File: src/design/jets_pkg.sv
// Shared types and constants for the Julia escape-time sector block.
package jets_pkg;

    localparam int FRAC_BITS_DEF = 24;
    localparam int SLOPE_BITS    = 28;

    // Ray slopes tan(2pi/7), tan(4pi/7), tan(8pi/7) with SLOPE_BITS fraction bits
    localparam logic signed [31:0] SLOPE_A = 32'sd336607333;
    localparam logic signed [31:0] SLOPE_B = -32'sd1176092577;
    localparam logic signed [31:0] SLOPE_C = 32'sd129271702;

    localparam logic signed [31:0] C_REAL_RST = -32'sd2056235;
    localparam logic signed [31:0] C_IMAG_RST = 32'sd12496707;
    localparam logic [9:0]         MAX_IT_RST = 10'd50;

    typedef enum logic [1:0] {
        REG_C_REAL = 2'd0,
        REG_C_IMAG = 2'd1,
        REG_MAX_IT = 2'd2
    } t_reg;

    typedef enum logic [9:0] {
        ST_IDLE = 10'b0000000001,
        ST_SQRE = 10'b0000000010,
        ST_SQIM = 10'b0000000100,
        ST_TEST = 10'b0000001000,
        ST_CROS = 10'b0000010000,
        ST_SLA  = 10'b0000100000,
        ST_SLB  = 10'b0001000000,
        ST_SLC  = 10'b0010000000,
        ST_CLAS = 10'b0100000000,
        ST_HOLD = 10'b1000000000
    } t_state;

    // Operand pair fed to the shared multiplier
    typedef enum logic [2:0] {
        MOP_RE_RE = 3'd0,
        MOP_IM_IM = 3'd1,
        MOP_RE_IM = 3'd2,
        MOP_SA_RE = 3'd3,
        MOP_SB_RE = 3'd4,
        MOP_SC_RE = 3'd5
    } t_mop;

    typedef struct packed {
        logic in_ready;
        logic load;
        t_mop op;
        logic take_re2;
        logic take_im2;
        logic step;
        logic take_ga;
        logic take_gb;
        logic finish;
        logic fail;
        logic out_valid;
    } t_ctrl;

    typedef struct packed {
        logic in_valid;
        logic out_ready;
        logic at_limit;
        logic escaped;
    } t_stat;

endpackage

File: src/design/jets_pt_if.sv
// Start-point channel: valid/ready handshake with the complex start value.
interface jets_pt_if;
    logic               valid;
    logic               ready;
    logic signed [31:0] start_real;
    logic signed [31:0] start_imag;

    modport source (output valid, output start_real, output start_imag, input ready);
    modport sink   (input valid, input start_real, input start_imag, output ready);
endinterface

File: src/design/jets_res_if.sv
// Result channel: valid/ready handshake with the colour index.
interface jets_res_if;
    logic               valid;
    logic               ready;
    logic signed [13:0] colour_index;

    modport source (output valid, output colour_index, input ready);
    modport sink   (input valid, input colour_index, output ready);
endinterface

File: src/design/jets_mul.sv
// Shared 32x32 signed multiplier with registered product.
module jets_mul (
    input  logic               i_clk,
    input  logic signed [31:0] i_a,
    input  logic signed [31:0] i_b,
    output logic signed [63:0] o_prod
);

    logic signed [63:0] r_prod;

    always_ff @(posedge i_clk) begin
        r_prod <= i_a * i_b;
    end

    assign o_prod = r_prod;

endmodule

File: src/design/jets_ctrl.sv
// Sequencer that schedules the shared multiplier over iterations and classification.
module jets_ctrl (
    input  logic            i_clk,
    input  logic            i_rst_n,
    input  jets_pkg::t_stat i_stat,
    output jets_pkg::t_ctrl o_ctrl
);

    jets_pkg::t_state r_state;
    jets_pkg::t_state n_state;
    jets_pkg::t_ctrl  ctrl;

    always_comb begin
        n_state = r_state;
        ctrl    = '0;
        ctrl.op = jets_pkg::MOP_RE_RE;
        unique case (r_state)
            jets_pkg::ST_IDLE: begin
                ctrl.in_ready = 1'b1;
                if (i_stat.in_valid) begin
                    ctrl.load = 1'b1;
                    n_state   = jets_pkg::ST_SQRE;
                end
            end
            jets_pkg::ST_SQRE: begin
                ctrl.op = jets_pkg::MOP_RE_RE;
                n_state = jets_pkg::ST_SQIM;
            end
            jets_pkg::ST_SQIM: begin
                ctrl.op       = jets_pkg::MOP_IM_IM;
                ctrl.take_re2 = 1'b1;
                n_state       = jets_pkg::ST_TEST;
            end
            jets_pkg::ST_TEST: begin
                ctrl.op       = jets_pkg::MOP_RE_IM;
                ctrl.take_im2 = 1'b1;
                if (i_stat.at_limit) begin
                    ctrl.fail = 1'b1;
                    n_state   = jets_pkg::ST_HOLD;
                end else if (i_stat.escaped) begin
                    n_state = jets_pkg::ST_SLA;
                end else begin
                    n_state = jets_pkg::ST_CROS;
                end
            end
            jets_pkg::ST_CROS: begin
                ctrl.step = 1'b1;
                n_state   = jets_pkg::ST_SQRE;
            end
            jets_pkg::ST_SLA: begin
                ctrl.op = jets_pkg::MOP_SA_RE;
                n_state = jets_pkg::ST_SLB;
            end
            jets_pkg::ST_SLB: begin
                ctrl.op      = jets_pkg::MOP_SB_RE;
                ctrl.take_ga = 1'b1;
                n_state      = jets_pkg::ST_SLC;
            end
            jets_pkg::ST_SLC: begin
                ctrl.op      = jets_pkg::MOP_SC_RE;
                ctrl.take_gb = 1'b1;
                n_state      = jets_pkg::ST_CLAS;
            end
            jets_pkg::ST_CLAS: begin
                ctrl.finish = 1'b1;
                n_state     = jets_pkg::ST_HOLD;
            end
            jets_pkg::ST_HOLD: begin
                ctrl.out_valid = 1'b1;
                if (i_stat.out_ready) begin
                    n_state = jets_pkg::ST_IDLE;
                end
            end
            default: begin
                n_state = jets_pkg::ST_IDLE;
            end
        endcase
    end

    always_ff @(posedge i_clk) begin
        if (!i_rst_n) begin
            r_state <= jets_pkg::ST_IDLE;
        end else begin
            r_state <= n_state;
        end
    end

    assign o_ctrl = ctrl;

endmodule

File: src/design/julia_escape_time_ray_sector.sv
// Top level of the Julia escape-time block with three-sector ray colouring.
//
// One start point z is taken per transaction and iterated as z <- z*z + c in
// signed fixed point (FRAC_BITS fraction bits, Q8.24 by default) while
// |z|^2 < 36 and the count stays below max_iterations. An escaping point is
// placed in one of three sectors by comparing im against slope*re for the
// rays at tan(2pi/7), tan(4pi/7) and tan(8pi/7); with count n and sector s,
// j = 5n + s and the colour index is j + (j mod 3)*10. A bounded point gives
// -1. All products run through one 32x32 multiplier, one product per cycle:
// each iteration steps through re*re, im*im, the escape test with re*im
// issued, and the update of z. The block holds one item at a time: the
// start channel is ready only while idle, and the result stays registered
// until the result transaction completes. Configuration registers (c_real,
// c_imag, max_iterations) are written through the plain write port; the
// user must write them only while the block is idle, which the block itself
// does not enforce. Writes to index 3 are ignored.
module julia_escape_time_ray_sector #(
    parameter int FRAC_BITS = jets_pkg::FRAC_BITS_DEF
) (
    input  logic        i_clk,
    input  logic        i_rst_n,
    input  logic        i_cfg_we,
    input  logic [1:0]  i_cfg_idx,
    input  logic [31:0] i_cfg_data,
    jets_pt_if.sink     i_pt,
    jets_res_if.source  o_res
);

    // Escape bound 36 in the working fixed-point format
    localparam logic signed [64:0] BOUND = 65'sd36 <<< FRAC_BITS;

    // Saturate a wide intermediate to the 32-bit signed range
    function automatic logic signed [31:0] sat32(input logic signed [65:0] v);
        if (v > 66'sd2147483647) begin
            return 32'sh7fffffff;
        end else if (v < -66'sd2147483648) begin
            return 32'sh80000000;
        end
        return v[31:0];
    endfunction

    // Residue mod 3 of a small value (at most 6 in use)
    function automatic logic [1:0] mod3_small(input logic [2:0] v);
        case (v) inside
            3'd0, 3'd3, 3'd6: return 2'd0;
            3'd1, 3'd4:       return 2'd1;
            3'd2, 3'd5:       return 2'd2;
            default:          return 2'd0;
        endcase
    endfunction

    jets_pkg::t_ctrl ctrl;
    jets_pkg::t_stat stat;

    // Configuration registers
    logic signed [31:0] r_c_real;
    logic signed [31:0] r_c_imag;
    logic [9:0]         r_max_it;

    // Iteration state
    logic signed [31:0] r_re;
    logic signed [31:0] r_im;
    logic signed [63:0] r_re2;
    logic signed [63:0] r_im2;
    logic [9:0]         r_cnt;
    logic [1:0]         r_cm;     // r_cnt mod 3, tracked alongside the count
    logic               r_lt_a;
    logic               r_lt_b;
    logic               r_gt_b;
    logic [13:0]        r_colour;

    logic signed [31:0] mul_a;
    logic signed [31:0] mul_b;
    logic signed [63:0] w_prod;
    logic signed [63:0] sq_sh;
    logic signed [63:0] x_sh;
    logic signed [64:0] sum_sq;
    logic signed [65:0] nre;
    logic signed [65:0] nim;
    logic signed [63:0] imw;
    logic               lt_c;
    logic [1:0]         sector;
    logic [12:0]        w_j;
    logic [1:0]         w_m;
    logic [13:0]        w_colour;

    jets_ctrl u_ctrl (
        .i_clk   (i_clk),
        .i_rst_n (i_rst_n),
        .i_stat  (stat),
        .o_ctrl  (ctrl)
    );

    jets_mul u_mul (
        .i_clk  (i_clk),
        .i_a    (mul_a),
        .i_b    (mul_b),
        .o_prod (w_prod)
    );

    // Select the multiplier operands for this step
    always_comb begin
        unique case (ctrl.op)
            jets_pkg::MOP_RE_RE: begin
                mul_a = r_re;
                mul_b = r_re;
            end
            jets_pkg::MOP_IM_IM: begin
                mul_a = r_im;
                mul_b = r_im;
            end
            jets_pkg::MOP_RE_IM: begin
                mul_a = r_re;
                mul_b = r_im;
            end
            jets_pkg::MOP_SA_RE: begin
                mul_a = jets_pkg::SLOPE_A;
                mul_b = r_re;
            end
            jets_pkg::MOP_SB_RE: begin
                mul_a = jets_pkg::SLOPE_B;
                mul_b = r_re;
            end
            jets_pkg::MOP_SC_RE: begin
                mul_a = jets_pkg::SLOPE_C;
                mul_b = r_re;
            end
            default: begin
                mul_a = r_re;
                mul_b = r_re;
            end
        endcase
    end

    // Squares drop FRAC_BITS, the cross term one bit less (doubles it)
    assign sq_sh  = w_prod >>> FRAC_BITS;
    assign x_sh   = w_prod >>> (FRAC_BITS - 1);
    assign sum_sq = 65'(r_re2) + 65'(sq_sh);
    assign nre    = 66'(r_re2) - 66'(r_im2) + 66'(r_c_real);
    assign nim    = 66'(x_sh) + 66'(r_c_imag);

    // im scaled to the slope format for the ray compares
    assign imw  = {{(64 - 32 - jets_pkg::SLOPE_BITS){r_im[31]}}, r_im,
                   {jets_pkg::SLOPE_BITS{1'b0}}};
    assign lt_c = w_prod < imw;

    // Strict compares: a point on a ray falls through to sector 0
    always_comb begin
        if (r_lt_a && r_lt_b) begin
            sector = 2'd1;
        end else if (r_gt_b && lt_c) begin
            sector = 2'd2;
        end else begin
            sector = 2'd0;
        end
    end

    assign w_j      = {1'b0, r_cnt, 2'b00} + 13'(r_cnt) + 13'(sector);
    assign w_m      = mod3_small({r_cm, 1'b0} + 3'(sector));
    assign w_colour = {1'b0, w_j} + 14'({w_m, 3'b000}) + 14'({w_m, 1'b0});

    assign stat.in_valid  = i_pt.valid;
    assign stat.out_ready = o_res.ready;
    assign stat.at_limit  = r_cnt >= r_max_it;
    assign stat.escaped   = sum_sq >= BOUND;

    // Configuration writes
    always_ff @(posedge i_clk) begin
        if (!i_rst_n) begin
            r_c_real <= jets_pkg::C_REAL_RST;
            r_c_imag <= jets_pkg::C_IMAG_RST;
            r_max_it <= jets_pkg::MAX_IT_RST;
        end else if (i_cfg_we) begin
            unique case (jets_pkg::t_reg'(i_cfg_idx))
                jets_pkg::REG_C_REAL: r_c_real <= i_cfg_data;
                jets_pkg::REG_C_IMAG: r_c_imag <= i_cfg_data;
                jets_pkg::REG_MAX_IT: r_max_it <= i_cfg_data[9:0];
                default: ;
            endcase
        end
    end

    // Iteration counter and its residue
    always_ff @(posedge i_clk) begin
        if (!i_rst_n) begin
            r_cnt <= '0;
            r_cm  <= '0;
        end else if (ctrl.load) begin
            r_cnt <= '0;
            r_cm  <= '0;
        end else if (ctrl.step) begin
            r_cnt <= r_cnt + 10'd1;
            r_cm  <= (r_cm == 2'd2) ? 2'd0 : r_cm + 2'd1;
        end
    end

    // Datapath registers
    always_ff @(posedge i_clk) begin
        if (ctrl.load) begin
            r_re <= i_pt.start_real;
            r_im <= i_pt.start_imag;
        end else if (ctrl.step) begin
            r_re <= sat32(nre);
            r_im <= sat32(nim);
        end
        if (ctrl.take_re2) begin
            r_re2 <= sq_sh;
        end
        if (ctrl.take_im2) begin
            r_im2 <= sq_sh;
        end
        if (ctrl.take_ga) begin
            r_lt_a <= w_prod < imw;
        end
        if (ctrl.take_gb) begin
            r_lt_b <= w_prod < imw;
            r_gt_b <= w_prod > imw;
        end
        if (ctrl.fail) begin
            r_colour <= '1;
        end else if (ctrl.finish) begin
            r_colour <= w_colour;
        end
    end

    assign i_pt.ready         = ctrl.in_ready;
    assign o_res.valid        = ctrl.out_valid;
    assign o_res.colour_index = r_colour;

    // An update step is only ever taken below the iteration limit
    a_step_below_limit: assert property (@(posedge i_clk) disable iff (!i_rst_n)
        ctrl.step |-> (r_cnt < r_max_it))
        else $error("iteration step taken at or past the limit");

    // Never take a new point while a result is still offered
    a_one_item: assert property (@(posedge i_clk) disable iff (!i_rst_n)
        !(o_res.valid && i_pt.ready))
        else $error("input ready while result pending");

    // A bounded point reports -1
    a_fail_code: assert property (@(posedge i_clk) disable iff (!i_rst_n)
        ctrl.fail |=> (r_colour == 14'h3fff))
        else $error("bounded point did not report -1");

    // An escaping point reports a non-negative index
    a_escape_pos: assert property (@(posedge i_clk) disable iff (!i_rst_n)
        ctrl.finish |=> !r_colour[13])
        else $error("escaped point reported a negative index");

endmodule

File: src/flat_wrapper.sv
// flat-port wrapper written by rule: the top's interface ports become plain ports
module julia_escape_time_ray_sector_flat 
#(
    parameter int FRAC_BITS = jets_pkg::FRAC_BITS_DEF
)
  (i_clk, i_rst_n, i_cfg_we, i_cfg_idx, i_cfg_data, i_pt_valid, i_pt_start_real, i_pt_start_imag, i_pt_ready, o_res_valid, o_res_colour_index, o_res_ready);
  jets_pt_if i_pt_i ();
  jets_res_if o_res_i ();
  input  logic i_clk;
  input  logic i_rst_n;
  input  logic i_cfg_we;
  input  logic [1:0] i_cfg_idx;
  input  logic [31:0] i_cfg_data;
  input wire logic [$bits(i_pt_i.valid)-1:0] i_pt_valid;
  input wire logic [$bits(i_pt_i.start_real)-1:0] i_pt_start_real;
  input wire logic [$bits(i_pt_i.start_imag)-1:0] i_pt_start_imag;
  output wire logic [$bits(i_pt_i.ready)-1:0] i_pt_ready;
  output wire logic [$bits(o_res_i.valid)-1:0] o_res_valid;
  output wire logic [$bits(o_res_i.colour_index)-1:0] o_res_colour_index;
  input wire logic [$bits(o_res_i.ready)-1:0] o_res_ready;
  assign i_pt_i.valid = i_pt_valid;
  assign i_pt_i.start_real = i_pt_start_real;
  assign i_pt_i.start_imag = i_pt_start_imag;
  assign i_pt_ready = i_pt_i.ready;
  assign o_res_valid = o_res_i.valid;
  assign o_res_colour_index = o_res_i.colour_index;
  assign o_res_i.ready = o_res_ready;
  julia_escape_time_ray_sector #(.FRAC_BITS(FRAC_BITS)) u_core (.i_clk(i_clk), .i_rst_n(i_rst_n), .i_cfg_we(i_cfg_we), .i_cfg_idx(i_cfg_idx), .i_cfg_data(i_cfg_data), .i_pt(i_pt_i), .o_res(o_res_i));
endmodule
File: config.mk
export PLATFORM = sky130hd
export DESIGN_NAME = julia_escape_time_ray_sector_flat
export DESIGN_NICKNAME = d
export VERILOG_FILES = /design/src/design/jets_pkg.sv /design/src/design/jets_pt_if.sv /design/src/design/jets_res_if.sv /design/src/design/jets_mul.sv /design/src/design/jets_ctrl.sv /design/src/design/julia_escape_time_ray_sector.sv /design/src/flat_wrapper.sv
export SDC_FILE = /design/constraint.sdc
export NUM_CORES = 2
export LEC_CHECK = 0
export ABC_AREA = 0
export BUFFER_PORTS_ARGS = -buffer_cell sky130_fd_sc_hd__buf_2
export CAP_MARGIN = 20
export CORE_MARGIN = 3
export CORE_UTILIZATION = 61
export CTS_CLUSTER_DIAMETER = 40
export DETAILED_ROUTE_END_ITERATION = 8
export PLACE_DENSITY = 0.78
export SYNTH_ARGS = -nofsm -noshare
export SYNTH_HDL_FRONTEND = slang
export SYNTH_HIERARCHICAL = 1
export SYNTH_SLANG_ARGS = --single-unit
File: constraint.sdc
create_clock -name i_clk -period 18.2 [get_ports i_clk]
set_input_delay 0.91 -clock i_clk [delete_from_list [all_inputs] [get_ports i_clk]]
set_output_delay 0.91 -clock i_clk [all_outputs]
set_load 0.05 [all_outputs]
# Word level (Yosys, flattened, before mapping)
# Index checks and enable logic that the tools add are counted.
[totals]
reg_bits = 321
in_bits = 103
out_inout_bits = 16
elab_cells = 119
[op_classes]
n_addsub = 11
mul = 1
n_lt_le_gt_ge = 8
n_eq_ne = 26
n_mux = 43
bitwise = 1
n_reduce_logical = 14
[op_table]
columns = ["op", "n"]
rows = [
  ["$mux W32", 11],
  ["$gt A66 B32 Y1 const B", 2],
  ["$lt A66 B32 Y1 const B", 2],
  ["$pmux W32 S4", 1],
  ["$pmux W10 S10", 1],
  ["$add A41 B32 Y42", 2],
  ["$ge A65 B31 Y1 const B", 1],
  ["$gt A64 B60 Y1", 1],
  ["$lt A64 B60 Y1", 1],
  ["$mul A32 B32 Y64", 1],
  ["$add A40 B40 Y41", 1],
  ["$sub A40 B40 Y41", 1],
  ["$mux W10", 3],
  ["$mux W1", 18],
  ["$eq A3 B3 Y1 const B", 5],
  ["$pmux W3 S5", 1],
  ["$add A13 B5 Y14", 1],
  ["$add A14 B3 Y14", 1],
  ["$mux W2", 7],
  ["$add A12 B10 Y13", 1],
  ["$add A13 B2 Y13", 1],
  ["$eq A3 B2 Y1 const B", 4],
  ["$add A10 B1 Y10 const B", 1],
  ["$eq A10 B1 Y1 const B", 1],
  ["25 further kinds", 35],
]

# Logic depth before layout (Yosys ltp)
[depth]
word_depth = 12
mapped_depth = 37
mapped_depth_nobuf = 34

# By module
# The synthesis kept the hierarchy.
[by_module_without_submodules]
columns = ["module", "instances", "cells_per_inst", "area_each_um2", "seq_area_each_um2"]
rows = [
  ["jets_mul", 1, 4081, 37992.7, 1281.2],
  ["julia_escape_time_ray_sector", 1, 2269, 19849.0, 6416.2],
  ["jets_ctrl", 1, 75, 625.6, 200.2],
]

# Least setup slack after synthesis
# Ideal clock, no wire load.
[synth_timing]
path_kind = "register to register"
startpoint = "register u_core.u_ctrl.r_state[8]"
endpoint = "register u_core.u_mul.r_prod[63] (netlist: u_core/u_mul/o_prod[63])"
setup_time_ns = 0.091
arrival_ns = 10.427
required_time_ns = 18.109
path_slack_ns = 7.682
stages_incl_launch_ff = 34
n_path_buf = 3
period_less_slack_ns = 10.518
path_cell_list = "dfxtp_1 > or4_1 > nor2_1 > nor4b_1 > nand2b_1 > a21oi_1 > clkbuf_1 > mux2_2 > clkbuf_1 > nand2_1 > inv_1 > fa_1 > fa_1 > fa_1 > fa_1 > inv_1 > fa_1 > inv_1 > fa_1 > inv_1 > fa_1 > inv_1 > fa_1 > ha_1 > clkbuf_1 > nand4_1 > nor2_1 > and3_1 > inv_1 > a2111oi_0 > a211oi_2 > o31ai_1 > nor4_1 > a311oi_1"
[synth_lines]
columns = ["element", "line_no", "rtl"]
rows = [
  ["start: declaration", "jets_ctrl.sv:9", "jets_pkg::t_state r_state;"],
  ["start signal: assignment", "jets_ctrl.sv:82", "r_state <= jets_pkg::ST_IDLE;"],
  ["start signal: assignment", "jets_ctrl.sv:84", "r_state <= n_state;"],
  ["end signal: assignment", "jets_mul.sv:12", "r_prod <= i_a * i_b;"],
  ["end: declaration", "jets_mul.sv:9", "logic signed [63:0] r_prod;"],
]

==> impl_metrics.yaml <==
synth:
  yosys_most_used_dff: "sky130_fd_sc_hd__dfxtp_1"
  synthesized_instance_count: 6425
  synth-seq-area-share: 0.135
  yosys-top-cells-area: "sky130_fd_sc_hd__fa_1, sky130_fd_sc_hd__inv_1, sky130_fd_sc_hd__ha_1"
  synth.avg_cell_area_um2: 9.10
  yosys_register_bits: 321
  synth-warning-count: 6
  synth_enable_flop_cells: 147
  postSynth.asyncResetShare: 0
  synthesis.nets: 8028
  synth.distinct_cells: 109
  syn_area_um2: 58500
  yosysTopAreaCell: "sky130_fd_sc_hd__fa_1"
  netlist.area_leader.share: 0.387
detailed_routing:
  drt.antenna.violating_nets: 0
  wl_per_cell_um: 21.0
  drt_pass1_iterations: 8
  routed-via-count: 44680
  detail_route.wirelength_um: 160000
  detail_route.drc_violations: 0
  drt_first_iter_violations: 3696
  drt-vias-per-instance: 5.85
global_route:
  pin_count_of_the_biggest_net_entering_global_routing: 70
  via_count_of_the_first_global_routing_pass: 47140
  grt_util_all_layers: 0.331
  global_route.overflow_total: 0
  antenna_found_initial: 9
  grt_first_pass_wirelength_um: 256000
setup_path:
  crit_type: "reg2reg"
  cp_slowest_stage_delay_ps: 830
  critical_path.startpoint_type: "register"
  worstPathArrival_ps: 12680
  worstPathRequired_ps: 18660
  worst_setup_path_end_kind: "register"
  crit_path_max_fanout: 32
  timing.critical_path.slowest_stage_cell: "sky130_fd_sc_hd__mux2_2"
job:
  maxCapViolCount: 0
status:
  outcome: "finished clean"
sta:
  hold_viol: 0
  tns_ps: 0
  rsz0062_at_grt: "false"
  maxSlewHeadroom: 0.213
  max_slew.worst_pin.slew_ps: 1180
  fmax_mhz: 81.8
  setup_viol: 0
  finalCriticalPeriod_ps: 12220
  timing.final.crit_share: 0.672
  maxSlewViolCount: 0
  final_worst_clock_skew_ps: 27.3
cts:
  cts_buffer_depth: 3
  worstSkewPairLatency_ps: 570
  post-cts-setup-buffers: 0
  clk_root_buffer_cell: "sky130_fd_sc_hd__clkbuf_16"
  clk_sinks: 321
  path_clk_slew_ps: 60
  tritoncts: "done"
  htree_num_levels: 2
  cts_hold_repair.buffers: 0
  cts-resized-gates: 0
  tritoncts.num_buffers: 40
placement:
  numPortBuffers: 118
  dp_hpwl_um: 128000
  gpl.final_weighted_congestion: 0.970
hold_path:
  min-delay-path-class: "reg2reg"
die:
  fp-row-count: 112
  core_area_um2: 94200
  initial_utilization: 0.621
  design.portCount: 119
  design.die.area_um2: 99600
  die_span_in_x_um: 316
  die_h_um: 316
finish:
  area_delta_synth_final_pct: 4.98
  finish.net_count: 7949
  drive_above_1_share: 0.0593
  layout.core_utilization: 0.652
==> cells by family (layout without fill, tap and decap cells) <==
kind of cell,after synthesis,after routing,share of synthesized area
other cells,0,5,0
simple gates,1858,1858,0.158
mux,40,40,0.00755
xor+xnor,163,163,0.0244
flops,321,321,0.135
buf+inv,1638,1591,0.106
fa+ha+maj,1501,1501,0.466
compound gates,904,904,0.103
==> synthesized netlist by cell type, types with 25 or more instances <==
cell type	count
sky130_fd_sc_hd__clkbuf_1	280
sky130_fd_sc_hd__inv_1	1338
sky130_fd_sc_hd__o211ai_1	39
sky130_fd_sc_hd__o21a_1	26
sky130_fd_sc_hd__o22ai_1	43
sky130_fd_sc_hd__nor2b_1	39
sky130_fd_sc_hd__o21ai_0	193
sky130_fd_sc_hd__mux2_2	33
sky130_fd_sc_hd__nor3_1	31
sky130_fd_sc_hd__nand2b_1	35
sky130_fd_sc_hd__nand3_1	70
sky130_fd_sc_hd__nand2_1	774
sky130_fd_sc_hd__ha_1	371
sky130_fd_sc_hd__and2_1	524
sky130_fd_sc_hd__a31oi_1	25
sky130_fd_sc_hd__nor2_1	199
sky130_fd_sc_hd__xnor2_1	104
sky130_fd_sc_hd__nand4_1	50
sky130_fd_sc_hd__a21boi_0	41
sky130_fd_sc_hd__a21o_1	101
sky130_fd_sc_hd__xor2_1	59
sky130_fd_sc_hd__a21oi_1	231
sky130_fd_sc_hd__o21bai_1	30
sky130_fd_sc_hd__dfxtp_1	174
sky130_fd_sc_hd__fa_1	1129
sky130_fd_sc_hd__edfxtp_1	147
==> metrics by stage <==
step                cells  hold slack [ps]  setup WS, ps  cell area [um^2]
floorplan            6425              443          7680             58500
global placement     7556              428          6470             60000
detailed placement   7556              435          6110             60000
CTS                  7630              449          6070             61300
global route         7634              471          5280             61400
finish               7637              447          5980             61400
==> metal layers <==
metal  track usage  vias up  share of wire
met5             0        -              0
met3        0.0447      443          0.069
met2         0.555     1774           0.48
met1         0.430    22627           0.39
met4         0.150        0          0.056
li1              -    19836              -
==> worst max-delay path, delay by kind of cell (launching register included) <==
kind | cells | cell delay (ps)
AOI/OAI and AO/OA | 5 | 1500
adders and majority gates | 9 | 4740
buffers and inverters | 9 | 1610
DFF | 1 | 370
muxes | 1 | 830
and+or+nand+nor | 10 | 3040
==> cell type report <==
type,instances,area (um^2)
fill,7709,32800
tap,1254,1570
inverter,1340,5030
sequential,321,7900
multi-input combinational,4466,44500
clock buffer,46,1090
clock inverter,28,250
antenna,5,12.5
timing repair buffer,177,1050
==> layout by cell type, fill, tap and decap left out, types with 41 or more instances in the layout <==
cell / synthesis / layout
sky130_fd_sc_hd__edfxtp_1: 147 / 147
sky130_fd_sc_hd__a21boi_0: 41 / 41
sky130_fd_sc_hd__inv_1: 1338 / 1338
sky130_fd_sc_hd__and2_1: 524 / 524
sky130_fd_sc_hd__nor2_1: 199 / 199
sky130_fd_sc_hd__ha_1: 371 / 371
sky130_fd_sc_hd__xor2_1: 59 / 59
sky130_fd_sc_hd__buf_4: 4 / 57
sky130_fd_sc_hd__nand3_1: 70 / 70
sky130_fd_sc_hd__nand2_1: 774 / 772
sky130_fd_sc_hd__fa_1: 1129 / 1129
sky130_fd_sc_hd__a21oi_1: 231 / 229
sky130_fd_sc_hd__buf_2: 8 / 118
sky130_fd_sc_hd__xnor2_1: 104 / 104
sky130_fd_sc_hd__nand4_1: 50 / 50
sky130_fd_sc_hd__o22ai_1: 43 / 43
sky130_fd_sc_hd__dfxtp_1: 174 / 174
sky130_fd_sc_hd__clkbuf_16: 0 / 42
sky130_fd_sc_hd__a21o_1: 101 / 101
sky130_fd_sc_hd__o21ai_0: 193 / 177
==> path summary, 6_finish.rpt <==
check	from	end	slack, ps	depth (start not counted)
max reg2reg	u_core/u_ctrl/r_state[8]$_SDFFE_PN0P_	u_core/u_mul/o_prod[63]$_DFF_P_	5980	34
max	u_core/u_ctrl/r_state[8]$_SDFFE_PN0P_	u_core/u_mul/o_prod[63]$_DFF_P_	5980	34
min	u_core/o_res.colour_index[13]$_SDFFE_PP1P_	u_core/o_res.colour_index[13]$_SDFFE_PP1P_	450	1
min reg2reg	u_core/o_res.colour_index[13]$_SDFFE_PP1P_	u_core/o_res.colour_index[13]$_SDFFE_PP1P_	450	1
==> sequential cells by signal, summed over array words and instances (netlist names), 14 cells and up <==
register / count
u_core/u_mul/o_prod: 64
u_core/r_im2: 40
u_core/r_im: 32
u_core/r_c_imag: 32
u_core/r_re: 32
u_core/r_c_real: 32
u_core/r_re2: 40
u_core/o_res.colour_index: 14
Power is left out: the tool's default activity adds up to more than one toggle a clock period on the data nets, which glitch-free logic cannot reach.
